--- src/rtl/core/svc_pkg.sv ---
// Shared types for the signed varint codec.
// Holds the queue entry format and the queue fill status struct; no dependencies.
`default_nettype none

package svc_pkg;

    // Kind of work handed from the front end to the back end
    typedef enum logic {
        KIND_DEC = 1'b0,
        KIND_ENC = 1'b1
    } svc_kind_t;

    // Bit masks of the encoded format
    localparam logic [7:0] SIGN_BIT  = 8'h80;
    localparam logic [7:0] MORE_BIT  = 8'h40;
    localparam logic [7:0] LOW6_MASK = 8'h3F;
    localparam logic [7:0] LOW7_MASK = 8'h7F;

    // One queued job: a finished decode value or a value waiting to be encoded.
    // flag is the overflow mark for a decode job and the sign for an encode job.
    // data is the signed result for a decode job and the magnitude for an encode job.
    typedef struct packed {
        svc_kind_t   kind;
        logic        flag;
        logic [2:0]  nbytes;
        logic [31:0] data;
    } svc_op_t;

    // Queue fill status seen by both sides
    typedef struct packed {
        logic full;
        logic empty;
    } svc_qstat_t;

endpackage

`default_nettype wire

--- src/rtl/core/svc_queue.sv ---
// Short FIFO of jobs between the front end and the back end.
// Depends on svc_pkg for the entry and status types.
`default_nettype none

module svc_queue #(
    parameter int DEPTH = 4
) (
    input  wire logic            clk,
    input  wire logic            rst_n,
    input  wire logic            push,
    input  wire svc_pkg::svc_op_t push_op,
    input  wire logic            pop,
    output svc_pkg::svc_op_t     head_op,
    output svc_pkg::svc_qstat_t  stat
);
    import svc_pkg::*;

    localparam int AW = (DEPTH > 1) ? $clog2(DEPTH) : 1;
    localparam int CW = $clog2(DEPTH + 1);

    svc_op_t         mem_reg [DEPTH];
    logic [AW-1:0]   wr_ptr_reg, wr_ptr_next;
    logic [AW-1:0]   rd_ptr_reg, rd_ptr_next;
    logic [CW-1:0]   count_reg, count_next;
    logic            do_push, do_pop;

    assign stat.full  = (count_reg == CW'(DEPTH));
    assign stat.empty = (count_reg == '0);
    assign do_push    = push & ~stat.full;
    assign do_pop     = pop & ~stat.empty;
    assign head_op    = mem_reg[rd_ptr_reg];

    always_comb
    begin
        wr_ptr_next = wr_ptr_reg;
        rd_ptr_next = rd_ptr_reg;
        count_next  = count_reg;
        if (do_push)
        begin
            wr_ptr_next = (wr_ptr_reg == AW'(DEPTH - 1)) ? '0 : wr_ptr_reg + 1'b1;
        end
        if (do_pop)
        begin
            rd_ptr_next = (rd_ptr_reg == AW'(DEPTH - 1)) ? '0 : rd_ptr_reg + 1'b1;
        end
        if (do_push & ~do_pop)
        begin
            count_next = count_reg + 1'b1;
        end
        else if (do_pop & ~do_push)
        begin
            count_next = count_reg - 1'b1;
        end
    end

    always_ff @(posedge clk or negedge rst_n)
    begin
        if (!rst_n)
        begin
            wr_ptr_reg <= '0;
            rd_ptr_reg <= '0;
            count_reg  <= '0;
        end
        else
        begin
            wr_ptr_reg <= wr_ptr_next;
            rd_ptr_reg <= rd_ptr_next;
            count_reg  <= count_next;
        end
    end

    // Storage holds payload only
    always_ff @(posedge clk)
    begin
        if (do_push)
        begin
            mem_reg[wr_ptr_reg] <= push_op;
        end
    end

endmodule

`default_nettype wire

--- src/rtl/core/svc_front.sv ---
// Front end of the codec: accepts input transfers, runs the byte decoder state
// and sizes values for encoding. Depends on svc_pkg.
`default_nettype none

module svc_front #(
    parameter int MAX_BYTES = 5
) (
    input  wire logic               clk,
    input  wire logic               rst_n,
    input  wire logic               cfg_write,
    input  wire logic               cfg_dir,
    input  wire logic               in_valid,
    output logic                    in_ready,
    input  wire logic [7:0]         in_byte,
    input  wire logic signed [31:0] in_value,
    input  wire svc_pkg::svc_qstat_t qstat,
    output logic                    push,
    output svc_pkg::svc_op_t        push_op
);
    import svc_pkg::*;

    localparam int CW = $clog2(MAX_BYTES + 1);

    logic          dir_reg;
    logic [30:0]   acc_reg, acc_next;
    logic [CW-1:0] count_reg, count_next;
    logic          sign_reg, sign_next;
    logic          prog_reg, prog_next;

    logic          accept;
    logic [6:0]    payload;
    logic          more;
    logic          ovf;
    logic          emit;
    logic [CW-1:0] count_inc;
    logic [30:0]   acc_new;
    logic          sign_new;
    logic [31:0]   dec_value;
    logic [31:0]   raw;
    logic [31:0]   mag;
    logic [2:0]    nbytes;

    assign in_ready = ~qstat.full;
    assign accept   = in_valid & in_ready;
    assign payload  = in_byte[6:0];
    assign more     = (in_byte & SIGN_BIT) != 8'h00;
    assign count_inc = count_reg + 1'b1;

    // Decode step on the accepted byte
    always_comb
    begin
        acc_new  = acc_reg;
        sign_new = sign_reg;
        ovf      = 1'b0;
        emit     = 1'b0;
        if (!prog_reg)
        begin
            sign_new = in_byte[7];
            acc_new  = {25'd0, in_byte[5:0]};
            emit     = ~in_byte[6];
        end
        else
        begin
            case (count_reg)
                CW'(1):  acc_new = acc_reg | {18'd0, payload, 6'd0};
                CW'(2):  acc_new = acc_reg | {11'd0, payload, 13'd0};
                CW'(3):  acc_new = acc_reg | {4'd0, payload, 20'd0};
                CW'(4):
                begin
                    acc_new = acc_reg | {payload[3:0], 27'd0};
                    ovf     = |payload[6:4];
                end
                default: ovf = |payload;
            endcase
            if (more && (count_inc >= CW'(MAX_BYTES)))
            begin
                ovf = 1'b1;
            end
            emit = ovf | ~more;
        end
        dec_value = sign_new ? (32'd0 - {1'b0, acc_new}) : {1'b0, acc_new};
    end

    // Size the value to encode
    always_comb
    begin
        raw = in_value;
        mag = raw[31] ? (32'd0 - raw) : raw;
        if (mag < 32'h0000_0040)
        begin
            nbytes = 3'd1;
        end
        else if (mag < 32'h0000_2000)
        begin
            nbytes = 3'd2;
        end
        else if (mag < 32'h0010_0000)
        begin
            nbytes = 3'd3;
        end
        else if (mag < 32'h0800_0000)
        begin
            nbytes = 3'd4;
        end
        else
        begin
            nbytes = 3'd5;
        end
    end

    always_comb
    begin
        push    = 1'b0;
        push_op = '0;
        acc_next   = acc_reg;
        count_next = count_reg;
        sign_next  = sign_reg;
        prog_next  = prog_reg;
        if (cfg_write)
        begin
            acc_next   = '0;
            count_next = '0;
            sign_next  = 1'b0;
            prog_next  = 1'b0;
        end
        else if (accept && dir_reg)
        begin
            push           = 1'b1;
            push_op.kind   = KIND_ENC;
            push_op.flag   = raw[31];
            push_op.nbytes = nbytes;
            push_op.data   = mag;
        end
        else if (accept)
        begin
            if (emit)
            begin
                push           = 1'b1;
                push_op.kind   = KIND_DEC;
                push_op.flag   = ovf;
                push_op.nbytes = 3'd1;
                push_op.data   = dec_value;
                acc_next   = '0;
                count_next = '0;
                sign_next  = 1'b0;
                prog_next  = 1'b0;
            end
            else
            begin
                acc_next   = acc_new;
                sign_next  = sign_new;
                prog_next  = 1'b1;
                count_next = prog_reg ? count_inc : CW'(1);
            end
        end
    end

    always_ff @(posedge clk or negedge rst_n)
    begin
        if (!rst_n)
        begin
            dir_reg   <= 1'b0;
            acc_reg   <= '0;
            count_reg <= '0;
            sign_reg  <= 1'b0;
            prog_reg  <= 1'b0;
        end
        else
        begin
            if (cfg_write)
            begin
                dir_reg <= cfg_dir;
            end
            acc_reg   <= acc_next;
            count_reg <= count_next;
            sign_reg  <= sign_next;
            prog_reg  <= prog_next;
        end
    end

endmodule

`default_nettype wire

--- src/rtl/core/svc_back.sv ---
// Back end of the codec: drains jobs from the queue and drives the output
// register, one transfer per cycle while work is waiting and out_ready allows it. Depends on svc_pkg.
`default_nettype none

module svc_back (
    input  wire logic               clk,
    input  wire logic               rst_n,
    input  wire svc_pkg::svc_op_t   head_op,
    input  wire svc_pkg::svc_qstat_t qstat,
    output logic                    pop,
    output logic                    out_valid,
    input  wire logic               out_ready,
    output logic [39:0]             out_data,
    output logic [2:0]              out_user,
    output logic                    out_last
);
    import svc_pkg::*;

    logic          busy_reg, busy_next;
    logic [25:0]   mag_reg, mag_next;
    logic [2:0]    left_reg, left_next;
    logic          valid_reg, valid_next;
    logic [39:0]   data_reg, data_next;
    logic [2:0]    user_reg, user_next;
    logic          last_reg, last_next;

    logic          load_ok;
    logic          produce;

    assign load_ok = ~valid_reg | out_ready;
    assign produce = (busy_reg | ~qstat.empty) & load_ok;
    assign pop     = produce & ~busy_reg;

    always_comb
    begin
        busy_next  = busy_reg;
        mag_next   = mag_reg;
        left_next  = left_reg;
        valid_next = valid_reg & ~out_ready;
        data_next  = data_reg;
        user_next  = user_reg;
        last_next  = last_reg;
        if (produce)
        begin
            valid_next = 1'b1;
            if (busy_reg)
            begin
                // Continuation byte of an encode burst
                data_next = {32'd0, (left_reg > 3'd1), mag_reg[6:0]};
                user_next = 3'b010;
                last_next = (left_reg == 3'd1);
                mag_next  = mag_reg >> 7;
                left_next = left_reg - 3'd1;
                busy_next = (left_reg != 3'd1);
            end
            else if (head_op.kind == KIND_DEC)
            begin
                data_next = {head_op.data, 8'd0};
                user_next = {head_op.flag, 2'b01};
                last_next = 1'b1;
            end
            else
            begin
                // First byte: sign, more mark, low six magnitude bits
                data_next = {32'd0, head_op.flag, (head_op.nbytes > 3'd1),
                             head_op.data[5:0]};
                user_next = 3'b010;
                last_next = (head_op.nbytes == 3'd1);
                mag_next  = head_op.data[31:6];
                left_next = head_op.nbytes - 3'd1;
                busy_next = (head_op.nbytes > 3'd1);
            end
        end
    end

    always_ff @(posedge clk or negedge rst_n)
    begin
        if (!rst_n)
        begin
            busy_reg  <= 1'b0;
            valid_reg <= 1'b0;
            left_reg  <= '0;
        end
        else
        begin
            busy_reg  <= busy_next;
            valid_reg <= valid_next;
            left_reg  <= left_next;
        end
    end

    always_ff @(posedge clk)
    begin
        mag_reg  <= mag_next;
        data_reg <= data_next;
        user_reg <= user_next;
        last_reg <= last_next;
    end

    assign out_valid = valid_reg;
    assign out_data  = data_reg;
    assign out_user  = user_reg;
    assign out_last  = last_reg;

endmodule

`default_nettype wire

--- src/rtl/core/signed_varint_codec.sv ---
// Top level of the signed varint codec: front end, job queue and back end.
// Depends on svc_pkg, svc_front, svc_queue and svc_back.
`default_nettype none

// Sign-magnitude varint codec. The first byte carries the sign in bit 7, a
// "more" mark in bit 6 and magnitude bits 5..0; each following byte carries
// seven magnitude bits and its own "more" mark in bit 7. Write cfg_data = 0 to
// decode (one byte per input transfer, one value out when a run ends) and 1 to
// encode (one value per input transfer, one to five bytes out, the final byte
// marked by m_tlast). A direction write drops any open decode run; write it only
// while nothing is in flight. Decoding takes one byte per cycle while the queue
// is not full: the front end updates the run state in the cycle the byte is
// taken. When encoding, the back end turns each value into its run of N = 1..5
// bytes and sends one byte per cycle into the output register while m_tready
// does not hold it. A queue of QUEUE_DEPTH jobs sits between the two, so input
// transfers go on while a burst drains or while m_tready is low. An input
// transfer reaches the output through the queue storage and the output register.
// Runs longer than MAX_BYTES bytes, or with magnitude bits above bit 30, come
// out at once with the overflow flag set; the next byte starts a new run. Negative zero decodes as 0.
module signed_varint_codec #(
    parameter int MAX_BYTES   = 5,
    parameter int QUEUE_DEPTH = 4
) (
    input  wire logic        clk,
    input  wire logic        rst_n,
    // configuration write channel
    input  wire logic        cfg_valid,
    output logic             cfg_ready,
    input  wire logic        cfg_data,    // direction
    // input stream
    input  wire logic        s_tvalid,
    output logic             s_tready,
    input  wire logic [39:0] s_tdata,     // [7:0] in_byte, [39:8] in_value
    // output stream
    output logic             m_tvalid,
    input  wire logic        m_tready,
    output logic [39:0]      m_tdata,     // [7:0] out_byte, [39:8] out_value
    output logic [2:0]       m_tuser,     // [0] value_valid, [1] byte_valid, [2] overflow
    output logic             m_tlast
);
    import svc_pkg::*;

    svc_op_t    push_op;
    svc_op_t    head_op;
    svc_qstat_t qstat;
    logic       push;
    logic       pop;
    logic       cfg_write;

    // Configuration is always taken at once
    assign cfg_ready = 1'b1;
    assign cfg_write = cfg_valid & cfg_ready;

    svc_front #(
        .MAX_BYTES (MAX_BYTES)
    ) u_front (
        .clk       (clk),
        .rst_n     (rst_n),
        .cfg_write (cfg_write),
        .cfg_dir   (cfg_data),
        .in_valid  (s_tvalid),
        .in_ready  (s_tready),
        .in_byte   (s_tdata[7:0]),
        .in_value  (s_tdata[39:8]),
        .qstat     (qstat),
        .push      (push),
        .push_op   (push_op)
    );

    svc_queue #(
        .DEPTH (QUEUE_DEPTH)
    ) u_queue (
        .clk     (clk),
        .rst_n   (rst_n),
        .push    (push),
        .push_op (push_op),
        .pop     (pop),
        .head_op (head_op),
        .stat    (qstat)
    );

    svc_back u_back (
        .clk       (clk),
        .rst_n     (rst_n),
        .head_op   (head_op),
        .qstat     (qstat),
        .pop       (pop),
        .out_valid (m_tvalid),
        .out_ready (m_tready),
        .out_data  (m_tdata),
        .out_user  (m_tuser),
        .out_last  (m_tlast)
    );

endmodule

`default_nettype wire
--- config.mk ---
export PLATFORM = sky130hd
export DESIGN_NAME = signed_varint_codec
export DESIGN_NICKNAME = d
export VERILOG_FILES = /design/src/rtl/core/svc_pkg.sv /design/src/rtl/core/svc_queue.sv /design/src/rtl/core/svc_front.sv /design/src/rtl/core/svc_back.sv /design/src/rtl/core/signed_varint_codec.sv
export SDC_FILE = /design/constraint.sdc
export NUM_CORES = 1
export LEC_CHECK = 0
export BUFFER_PORTS_ARGS = -buffer_cell sky130_fd_sc_hd__clkbuf_2
export CORE_UTILIZATION = 49
export CTS_CLUSTER_DIAMETER = 200
export CTS_CLUSTER_SIZE = 25
export DETAILED_ROUTE_END_ITERATION = 8
export PLACE_DENSITY = 0.7
export SLEW_MARGIN = 20
export SYNTH_ARGS = -nofsm -noshare
export SYNTH_HDL_FRONTEND = slang
export SYNTH_SLANG_ARGS = --single-unit
--- constraint.sdc ---
create_clock -name clk -period 4.4 [get_ports clk]
set_input_delay 0.88 -clock clk [delete_from_list [all_inputs] [get_ports clk]]
set_output_delay 0.88 -clock clk [all_outputs]
set_load 0.02 [all_outputs]
# ---- Yosys cells after proc, flatten, opt, wreduce, memory -nomap -nowiden
# Memories as Yosys holds them, arrays and structs flattened.
# Cells that the tools add are included.
dict set report word_totals {
  ff_bits 119
  wordCells 139
  romBits 0
  output_inout_bits 47
  memories 1
  inputBits 46
  ramBits 148
  latch_bits 0
}
dict set report classes {
  magnitude_cmp 7
  bitwise_logic 24
  n_mux 57
  reduce_logical 12
  shifts 0
  mul 0
  eq_ne 11
  add_sub_neg 9
  n_div 0
}
# name depth word_bits rd rd_ports_with_merged_regs wr line_no
set memory_table {}
lappend memory_table {u_queue.mem_reg 4 37 1 0 1 svc_queue.sv:21} ;# svc_op_t mem_reg [DEPTH];
# operator count
set op_table {}
lappend op_table {{31-bit two-way mux} 5}
lappend op_table {{31-bit case mux with 4 select lines} 1}
lappend op_table {{37-bit two-way mux} 3}
lappend op_table {{32-bit two-way mux} 2}
lappend op_table {{3-bit two-way mux} 12}
lappend op_table {{36-bit two-way mux} 1}
lappend op_table {{32-bit by 14-bit < comparator with 1-bit output, second input constant} 1}
lappend op_table {{32-bit by 21-bit < comparator with 1-bit output, second input constant} 1}
lappend op_table {{32-bit by 28-bit < comparator with 1-bit output, second input constant} 1}
lappend op_table {{32-bit by 7-bit < comparator with 1-bit output, second input constant} 1}
lappend op_table {{1-bit by 31-bit subtractor with 32-bit output, first input constant} 1}
lappend op_table {{1-bit by 32-bit subtractor with 32-bit output, first input constant} 1}
lappend op_table {{31-bit by 13-bit bitwise OR with 31-bit output} 1}
lappend op_table {{31-bit by 20-bit bitwise OR with 31-bit output} 1}
lappend op_table {{31-bit by 27-bit bitwise OR with 31-bit output} 1}
lappend op_table {{31-bit bitwise OR} 1}
lappend op_table {{26-bit two-way mux} 1}
lappend op_table {{1-bit two-way mux} 25}
lappend op_table {{19-bit two-way mux} 1}
lappend op_table {{8-bit two-way mux} 2}
lappend op_table {{3-bit by 1-bit equality test with 1-bit output, second input constant} 3}
lappend op_table {{1-bit NOT} 9}
lappend op_table {{3-bit by 1-bit subtractor with 3-bit output, second input constant} 3}
lappend op_table {{1-bit bitwise AND} 8}
lappend op_table {{19 further kinds} 34}

# ---- Depth between registers and ports, before layout
# Gate-level depths: netlist (run 1).
dict set report depth {
  depth_word 16
  ltp_mapped 14
}

# ---- Cells and area by module
# Synthesis (run 1) repeated with hierarchy kept, for this count alone.
dict set report unflattened {
  hier_cells 985
  hier_area_um2 13055.0
}
# mod area_per_inst_um2 instances cells_each
set modules_own_cells {}
lappend modules_own_cells {svc_queue 5786.8 1 230}
lappend modules_own_cells {svc_front 4149.0 1 560}
lappend modules_own_cells {svc_back 3108.0 1 193}
lappend modules_own_cells {signed_varint_codec 11.3 1 2}

# ---- Least setup slack after synthesis (run 1)
# OpenSTA, ideal clock, no wires.
dict set report synth_timing {
  kind {input port to flip-flop}
  startpoint {in s_tdata[14]}
  endpoint {mem u_queue.mem_reg[0][32] (netlist name), data pin}
  n_path_buf 1
  cell_stages 8
  t_required_ps 4118
  setup_slack_ps 1095
  arrival_time_ps 3023
  cell_sequence {clkbuf_1 or4_1 nor4_2 a41oi_1 a2111o_1 a31o_2 o21ai_1 o31ai_1}
}
# item line_no
set synth_rtl {}
lappend synth_rtl {{start: declaration} signed_varint_codec.sv:33} ;# input wire logic [39:0] s_tdata,
lappend synth_rtl {{end: declaration} svc_queue.sv:21}

==> impl_metrics.csv, run 1 <==
group,metric,value,unit
clock_tree,path_clk_slew,100,ps
clock_tree,htree_levels,1,
run,drv_cap,0,
place,port_buffers,91,
timing,hold_slack,426,ps
clock_tree,cts_resized,0,
routing,wl_per_cell,21.9,um
global_route,grt_pass1_vias,8261,
floorplanning,start_util,0.503,
global_route,overflow,0,
floorplanning,std_cell_rows,59,
setup_path,cp_max_fo,11,
floorplanning,dieArea,0.0275,mm2
routing,route.met2.wl,14000,um
yosys,synth_warnings,0,
routing,wl_met1,14300,um
timing,min_period,3680,ps
clock_tree,cts_sinks,267,
setup_path,start_kind,"flip-flop",
hold_path,hold_class,"in2async",
setup_path,required,4610,ps
routing,drtIter0Drc,896,
floorplanning,ios,93,
routing,met3WireLength,1890,um
timing,post-route-period-util,0.836,
yosys,ys.flop_type,"edfxtp_1",
routing,drc,9,
routing,avgViaCountPerCell,6.06,
yosys,syn_area,0.0132,mm2
setup_path,cp.arrival,3890,ps
clock_tree,cts_tree,"done",
timing,drv_slew,0,
finish,largest_reg_flops,148,
power_and_ir_drop,powerDensity,503,mW/mm2
floorplanning,die-width,166,um
routing,drt_first_pass_iters,7,
routing,via_count,8619,
floorplanning,die_h,166,um
yosys,synthArstFlopShare,0.184,
timing,rsz0062_at_grt,"false",
routing,ant_nets,0,
timing,worst_pin_slew,1090,ps
clock_tree,cts_setup_buffers,0,
global_route,antenna_found_initial,0,
finish,final_nets,1144,
timing,fin_skew,14.0,ps
setup_path,worstSetupPathType,"reg2reg",
clock_tree,cts.path.max_buffers,3,
routing,routed.top_layer,"met4",
timing,slew_headroom,0.274,
routing,wirelength,31200,um
status,status,"finished with violations",
clock_tree,cts_made_buffers,14,
timing,max_clock_freq,272,MHz
yosys,syn_nets,1076,
yosys,synth_top_area_frac,0.497,
clock_tree,root_buffer,"clkbuf_16",
timing,final-hold-violation-count,0,
finish,antennaDiodeCount,0,
yosys,synth_edf_count,218,
status,failed_checks,"design-rule violations",
place,hpwl,22200,um
finish,synthToLayoutAreaGrowth,9.30,%
place,gp_congestion,0.934,
global_route,grt_pass1_wl,48700,um
clock_tree,clk_latency,490,ps
yosys,ys_ff_latch,267,
global_route,grt_usage,0.229,
yosys,avgSynthCellArea,13.0,um2
power_and_ir_drop,ir_drop,0.397,mV
yosys,syn_inst,1011,
clock_tree,hold_buffers,0,
timing,setup_violations,0,
global_route,grt_max_degree,45,
timing,tns,0,ps
floorplanning,core-area,0.0262,mm2
yosys,yosys-top-cells-area,"edfxtp_1 50%, dfrtp_1 9.3%, mux4_2 6.3%",
yosys,yosysTopAreaCell,"edfxtp_1",
yosys,ys_seq_area_frac,0.590,
yosys,synth_cell_type_count,76,
power_and_ir_drop,p_leak,5.17,nW
finish,drive_gt1_frac,0.205,
setup_path,end_kind,"flip-flop",
[routing by layer]
metal	track usage	up-vias
met5	0	-
met4	0.0780	0
met3	0.0234	51
li1	-	3999
met2	0.351	330
met1	0.344	4239
[power by group]
group | internal, W | leakage [nW] | switching, W | total (W)
registers | 0.00334 | 2.72 | 0.000173 | 0.00352
clock network | 0.000645 | 0.199 | 0.000766 | 0.00141
logic | 0.000922 | 2.24 | 0.00139 | 0.00232
total | 0.00491 | 5.17 | 0.00233 | 0.00724
[synthesized netlist by cell type, drive strengths merged (6+ instances only)]
library cell / instances
mux4: 37
o2111ai: 6
clkbuf: 50
o31ai: 12
a41oi: 7
nor2: 51
xor2: 34
nand3: 9
buf: 15
nand2b: 8
xnor2: 24
mux2i: 9
ha: 18
nor3: 27
edfxtp: 218
or4: 9
or3: 11
inv: 24
dfrtp: 49
or2: 10
nor2b: 11
a22o: 29
o22ai: 17
mux2: 24
nand2: 70
and2: 40
o21ai: 64
nor4: 17
a31oi: 10
a21oi: 27
[critical path, stage by stage, from the launching register on]
cell	delay [ps]
dfrtp_1	440
inv_1	80
ha_1	260
or4b_4	620
o21a_1	370
a22o_4	370
nor4_4	450
a31oi_1	180
xnor2_1	160
o22ai_1	460
[layout by cell type (no fill, tap or decap), drive strengths merged, types with 24 or more instances in the layout]
| cell | netlist | layout |
|---|---|---|
| inv | 24 | 25 |
| mux2 | 24 | 24 |
| mux4 | 37 | 37 |
| nand2 | 70 | 70 |
| a22o | 29 | 29 |
| clkbuf | 50 | 114 |
| o21ai | 64 | 64 |
| xnor2 | 24 | 24 |
| xor2 | 34 | 34 |
| and2 | 40 | 40 |
| nor2 | 51 | 51 |
| edfxtp | 218 | 218 |
| buf | 15 | 26 |
| nor3 | 27 | 27 |
| a21oi | 27 | 27 |
| dfrtp | 49 | 49 |
[per-stage QoR]
step                total power, W  area [um2]  instances  utilization  worst slack, ps
finish                     0.00724       14400       1422        0.549              720
global route               0.00761       14400       1422        0.549              525
CTS                        0.00730       14400       1422        0.549              790
detailed placement         0.00592       14000       1398        0.534              760
global placement           0.00586       14000       1398        0.534              769
floorplan                  0.00517       13200       1011            -             1100
[worst paths after layout]
path | start | end | slack [ps] | cells after the start
max | u_front.count_reg[1] | u_queue.mem_reg[2][26] | 720 | 9
max in group asynchronous | rst_n | u_queue.rd_ptr_reg[0] | 3100 | 2
min | rst_n | u_front.acc_reg[12] | 430 | 1
max reg2reg | u_front.count_reg[1] | u_queue.mem_reg[2][26] | 720 | 9
min reg2reg | u_front.acc_reg[28] | u_front.acc_reg[28] | 510 | 2
min in group clk | u_front.acc_reg[28] | u_front.acc_reg[28] | 510 | 2
[cells by family after synthesis]
family | after synthesis | share of synthesized area
xor gates and xnor gates | 58 | 0.0386
adders and majority gates | 19 | 0.0186
and+or+nand+nor | 287 | 0.119
DFF | 267 | 0.590
muxes | 70 | 0.0906
AOI/OAI and AO/OA | 219 | 0.115
buffers and inverters | 90 | 0.0276
other | 1 | 0.000285
[cell type report]
cell class	instances	area [um2]
Fill cell	2179	11800
Sequential cell	267	7770
Multi-Input combinational cell	654	5040
Timing Repair Buffer	117	651
Tap cell	335	419
Clock buffer	23	405
Inverter	25	93.8
Clock inverter	1	8.76
(Power assumes the default switching activity.)
==> run 2: changes to the inputs <==
- ABC_AREA: default -> 1
- clock period: 4.4 -> 3.7 ns (I/O delays scaled with it)
==> run 2 against run 1 <==
Compared with the run above:
- the flow now finishes without violations
- critical path type unchanged
- clock skew fell by 4.6 ps
- count of clock-buffer cells in the layout did not move
- sequential power rose by 22%
- critical path depth rose by 7
==> impl_metrics.csv, run 2 <==
group,metric,value,unit
clock_tree,hold_buffers,0,
clock_tree,cts_setup_buffers,0,
setup_path,rrSetupSlack,570,ps
timing,slew_headroom,0.339,
routing,ant_nets,0,
setup_path,cp.arrival,3490,ps
power_and_ir_drop,ir_drop,0.402,mV
yosys,synth_top_area_frac,0.486,
floorplanning,dieArea,0.0281,mm2
routing,wl_per_cell,17.8,um
yosys,synth_cell_type_count,51,
global_route,grt_usage,0.244,
power_and_ir_drop,powerDensity,624,mW/mm2
yosys,synth_common_cells,"334 x nand2_1, 218 x edfxtp_1, 216 x nor2_1",
setup_path,slowest_stage,"dfrtp_1",
yosys,synthMostInstantiatedCell,"nand2_1",
clock_tree,path_clk_slew,100,ps
yosys,yosys-top-cells-area,"edfxtp_1 49%, nand2_1 9.3%, dfrtp_1 9.1%",
place,port_buffers,91,
clock_tree,cts_resized,0,
setup_path,worstSetupPathType,"reg2reg",
setup_path,rr_endpoint,"u_queue.count_reg[2]",
routing,drtIter0Drc,1123,
timing,post-route-period-util,0.845,
finish,largest_reg_flops,148,
routing,avgViaCountPerCell,5.63,
yosys,syn_nets,1546,
finish,drive_gt1_frac,0.114,
clock_tree,cts.path.max_buffers,3,
place,hpwl,24700,um
yosys,synth_warnings,0,
timing,drv_slew,0,
yosys,synthArstFlopShare,0.184,
yosys,syn_area,0.0135,mm2
setup_path,start_kind,"flip-flop",
yosys,ys_seq_area_frac,0.577,
place,placedCellCount,1880,
timing,final-hold-violation-count,0,
global_route,grt_max_degree,58,
clock_tree,cts_made_buffers,14,
timing,max_clock_freq,320,MHz
setup_path,slowest_delay,420,ps
routing,wirelength,33900,um
finish,final_common_cell,"nand2_1",
setup_path,required,4070,ps
yosys,ys.flop_type,"edfxtp_1",
setup_path,cp_max_fo,5,
finish,instances_no_fill,1904,
status,status,"finished clean",
finish,synthToLayoutAreaGrowth,9.66,%
run,drv_cap,0,
setup_path,r2r_start,"u_front.count_reg[0]",
routing,drt_first_pass_iters,6,
finish,antennaDiodeCount,0,
floorplanning,core-area,0.0270,mm2
setup_path,critPathMostFrequentCell,"ha_1",
clock_tree,cts_sinks,267,
clock_tree,htree_levels,1,
floorplanning,start_util,0.499,
timing,fin_skew,9.41,ps
setup_path,end_kind,"flip-flop",
timing,setup_violations,0,
finish,final_core_util,0.548,
place,gp_congestion,0.963,
routing,drc,0,
floorplanning,std_cell_rows,60,
timing,worst_pin_slew,992,ps
power_and_ir_drop,p_leak,6.21,nW
timing,min_period,3130,ps
global_route,antenna_found_initial,0,
setup_path,r2r.worst_path.cells,16,
finish,most-common-layout-cells,"334 x nand2_1, 218 x edfxtp_1, 211 x nor2_1, 145 x o21ai_0, 142 x inv_1",
setup_path,worstPathCellList,"ha_1, ha_1, nor2_1, o31ai_1, a21boi_1, nand3_1, nand3_1, nand2_1, nand2_1, inv_1, ha_1, inv_1, fa_1, a21oi_1, o21ai_0, xor2_1",
floorplanning,ios,93,
yosys,synth_edf_count,218,
clock_tree,root_buffer,"clkbuf_16",
yosys,avgSynthCellArea,9.09,um2
routing,via_count,10700,
finish,final_nets,1620,
global_route,overflow,0,
timing,rsz0062_at_grt,"false",
floorplanning,die_h,168,um
yosys,ys_ff_latch,267,
floorplanning,die-width,168,um
global_route,grt_pass1_wl,54200,um
hold_path,hold_class,"in2async",
clock_tree,clk_latency,490,ps
yosys,syn_inst,1481,
yosys,yosysTopAreaCell,"edfxtp_1",
clock_tree,cts_tree,"done",
timing,tns,0,ps
global_route,grt_pass1_vias,9977,
## run 2: area by class of cell
class | count | area, um2
Fill cell | 2382 | 12200
Sequential cell | 267 | 7770
Multi-Input combinational cell | 1003 | 4900
Timing Repair Buffer | 116 | 668
Inverter | 153 | 574
Tap cell | 341 | 427
Clock buffer | 23 | 405
Clock inverter | 1 | 8.76
## run 2: worst max-delay path by stage
stage	startpoint	end	slack, ps	depth (start not counted)
finish	u_front.count_reg[0]	u_queue.count_reg[2]	570	16
global route	u_front.count_reg[0]	u_queue.count_reg[2]	270	16
CTS	u_front.count_reg[0]	u_queue.count_reg[2]	610	16
detailed placement	s_tdata[8]	u_queue.mem_reg[0][33]	460	15
global placement	s_tdata[8]	u_queue.mem_reg[2][33]	550	15
floorplan	u_front.count_reg[0]	u_queue.mem_reg[0][0]	3	10
## run 2: cell families (layout without fill, tap and decap cells)
family	after synthesis	after routing	synth area share
xor gates and xnor gates	16	16	0.0104
other	1	1	0.000279
AOI/OAI and AO/OA	283	283	0.121
muxes	1	1	0.000837
and+or+nand+nor	683	683	0.212
adders and majority gates	19	19	0.0182
DFF	267	267	0.577
buffers and inverters	211	293	0.0607
## run 2: stage by stage
step / worst slack [ps] / total power, W / instance area [um2] / hold slack (ps)
3_5_place_dp: 461 / 0.00762 / 14300 / 503
2_1_floorplan: 3.13 / 0.00653 / 13500 / 444
4_1_cts: 612 / 0.00926 / 14800 / 419
6_report: 572 / 0.00921 / 14800 / 400
5_1_grt: 269 / 0.00979 / 14800 / 460
3_3_place_gp: 552 / 0.00754 / 14300 / 498
## run 2: power by group
part           internal, W  total, W  switching [W]
logic             0.000927   0.00326        0.00233
registers          0.00409   0.00428       0.000183
clock network     0.000766   0.00167       0.000902
## run 2: routing by layer
layer	vias up	routed length, um	track usage
li1	5158	-	-
met4	0	852	0.0610
met5	-	0	0
met3	54	2210	0.0258
met2	393	15600	0.398
met1	5123	15200	0.349
## run 2: critical path, delay by kind of cell, from the launching register on
family,cells,cell delay (ps)
AO/OA/AOI/OAI,4,510
XOR/XNOR,1,160
buffers and inverters,2,200
AND/OR/NAND/NOR,5,600
flip-flops,1,420
adder cells (fa/ha/maj),4,1120
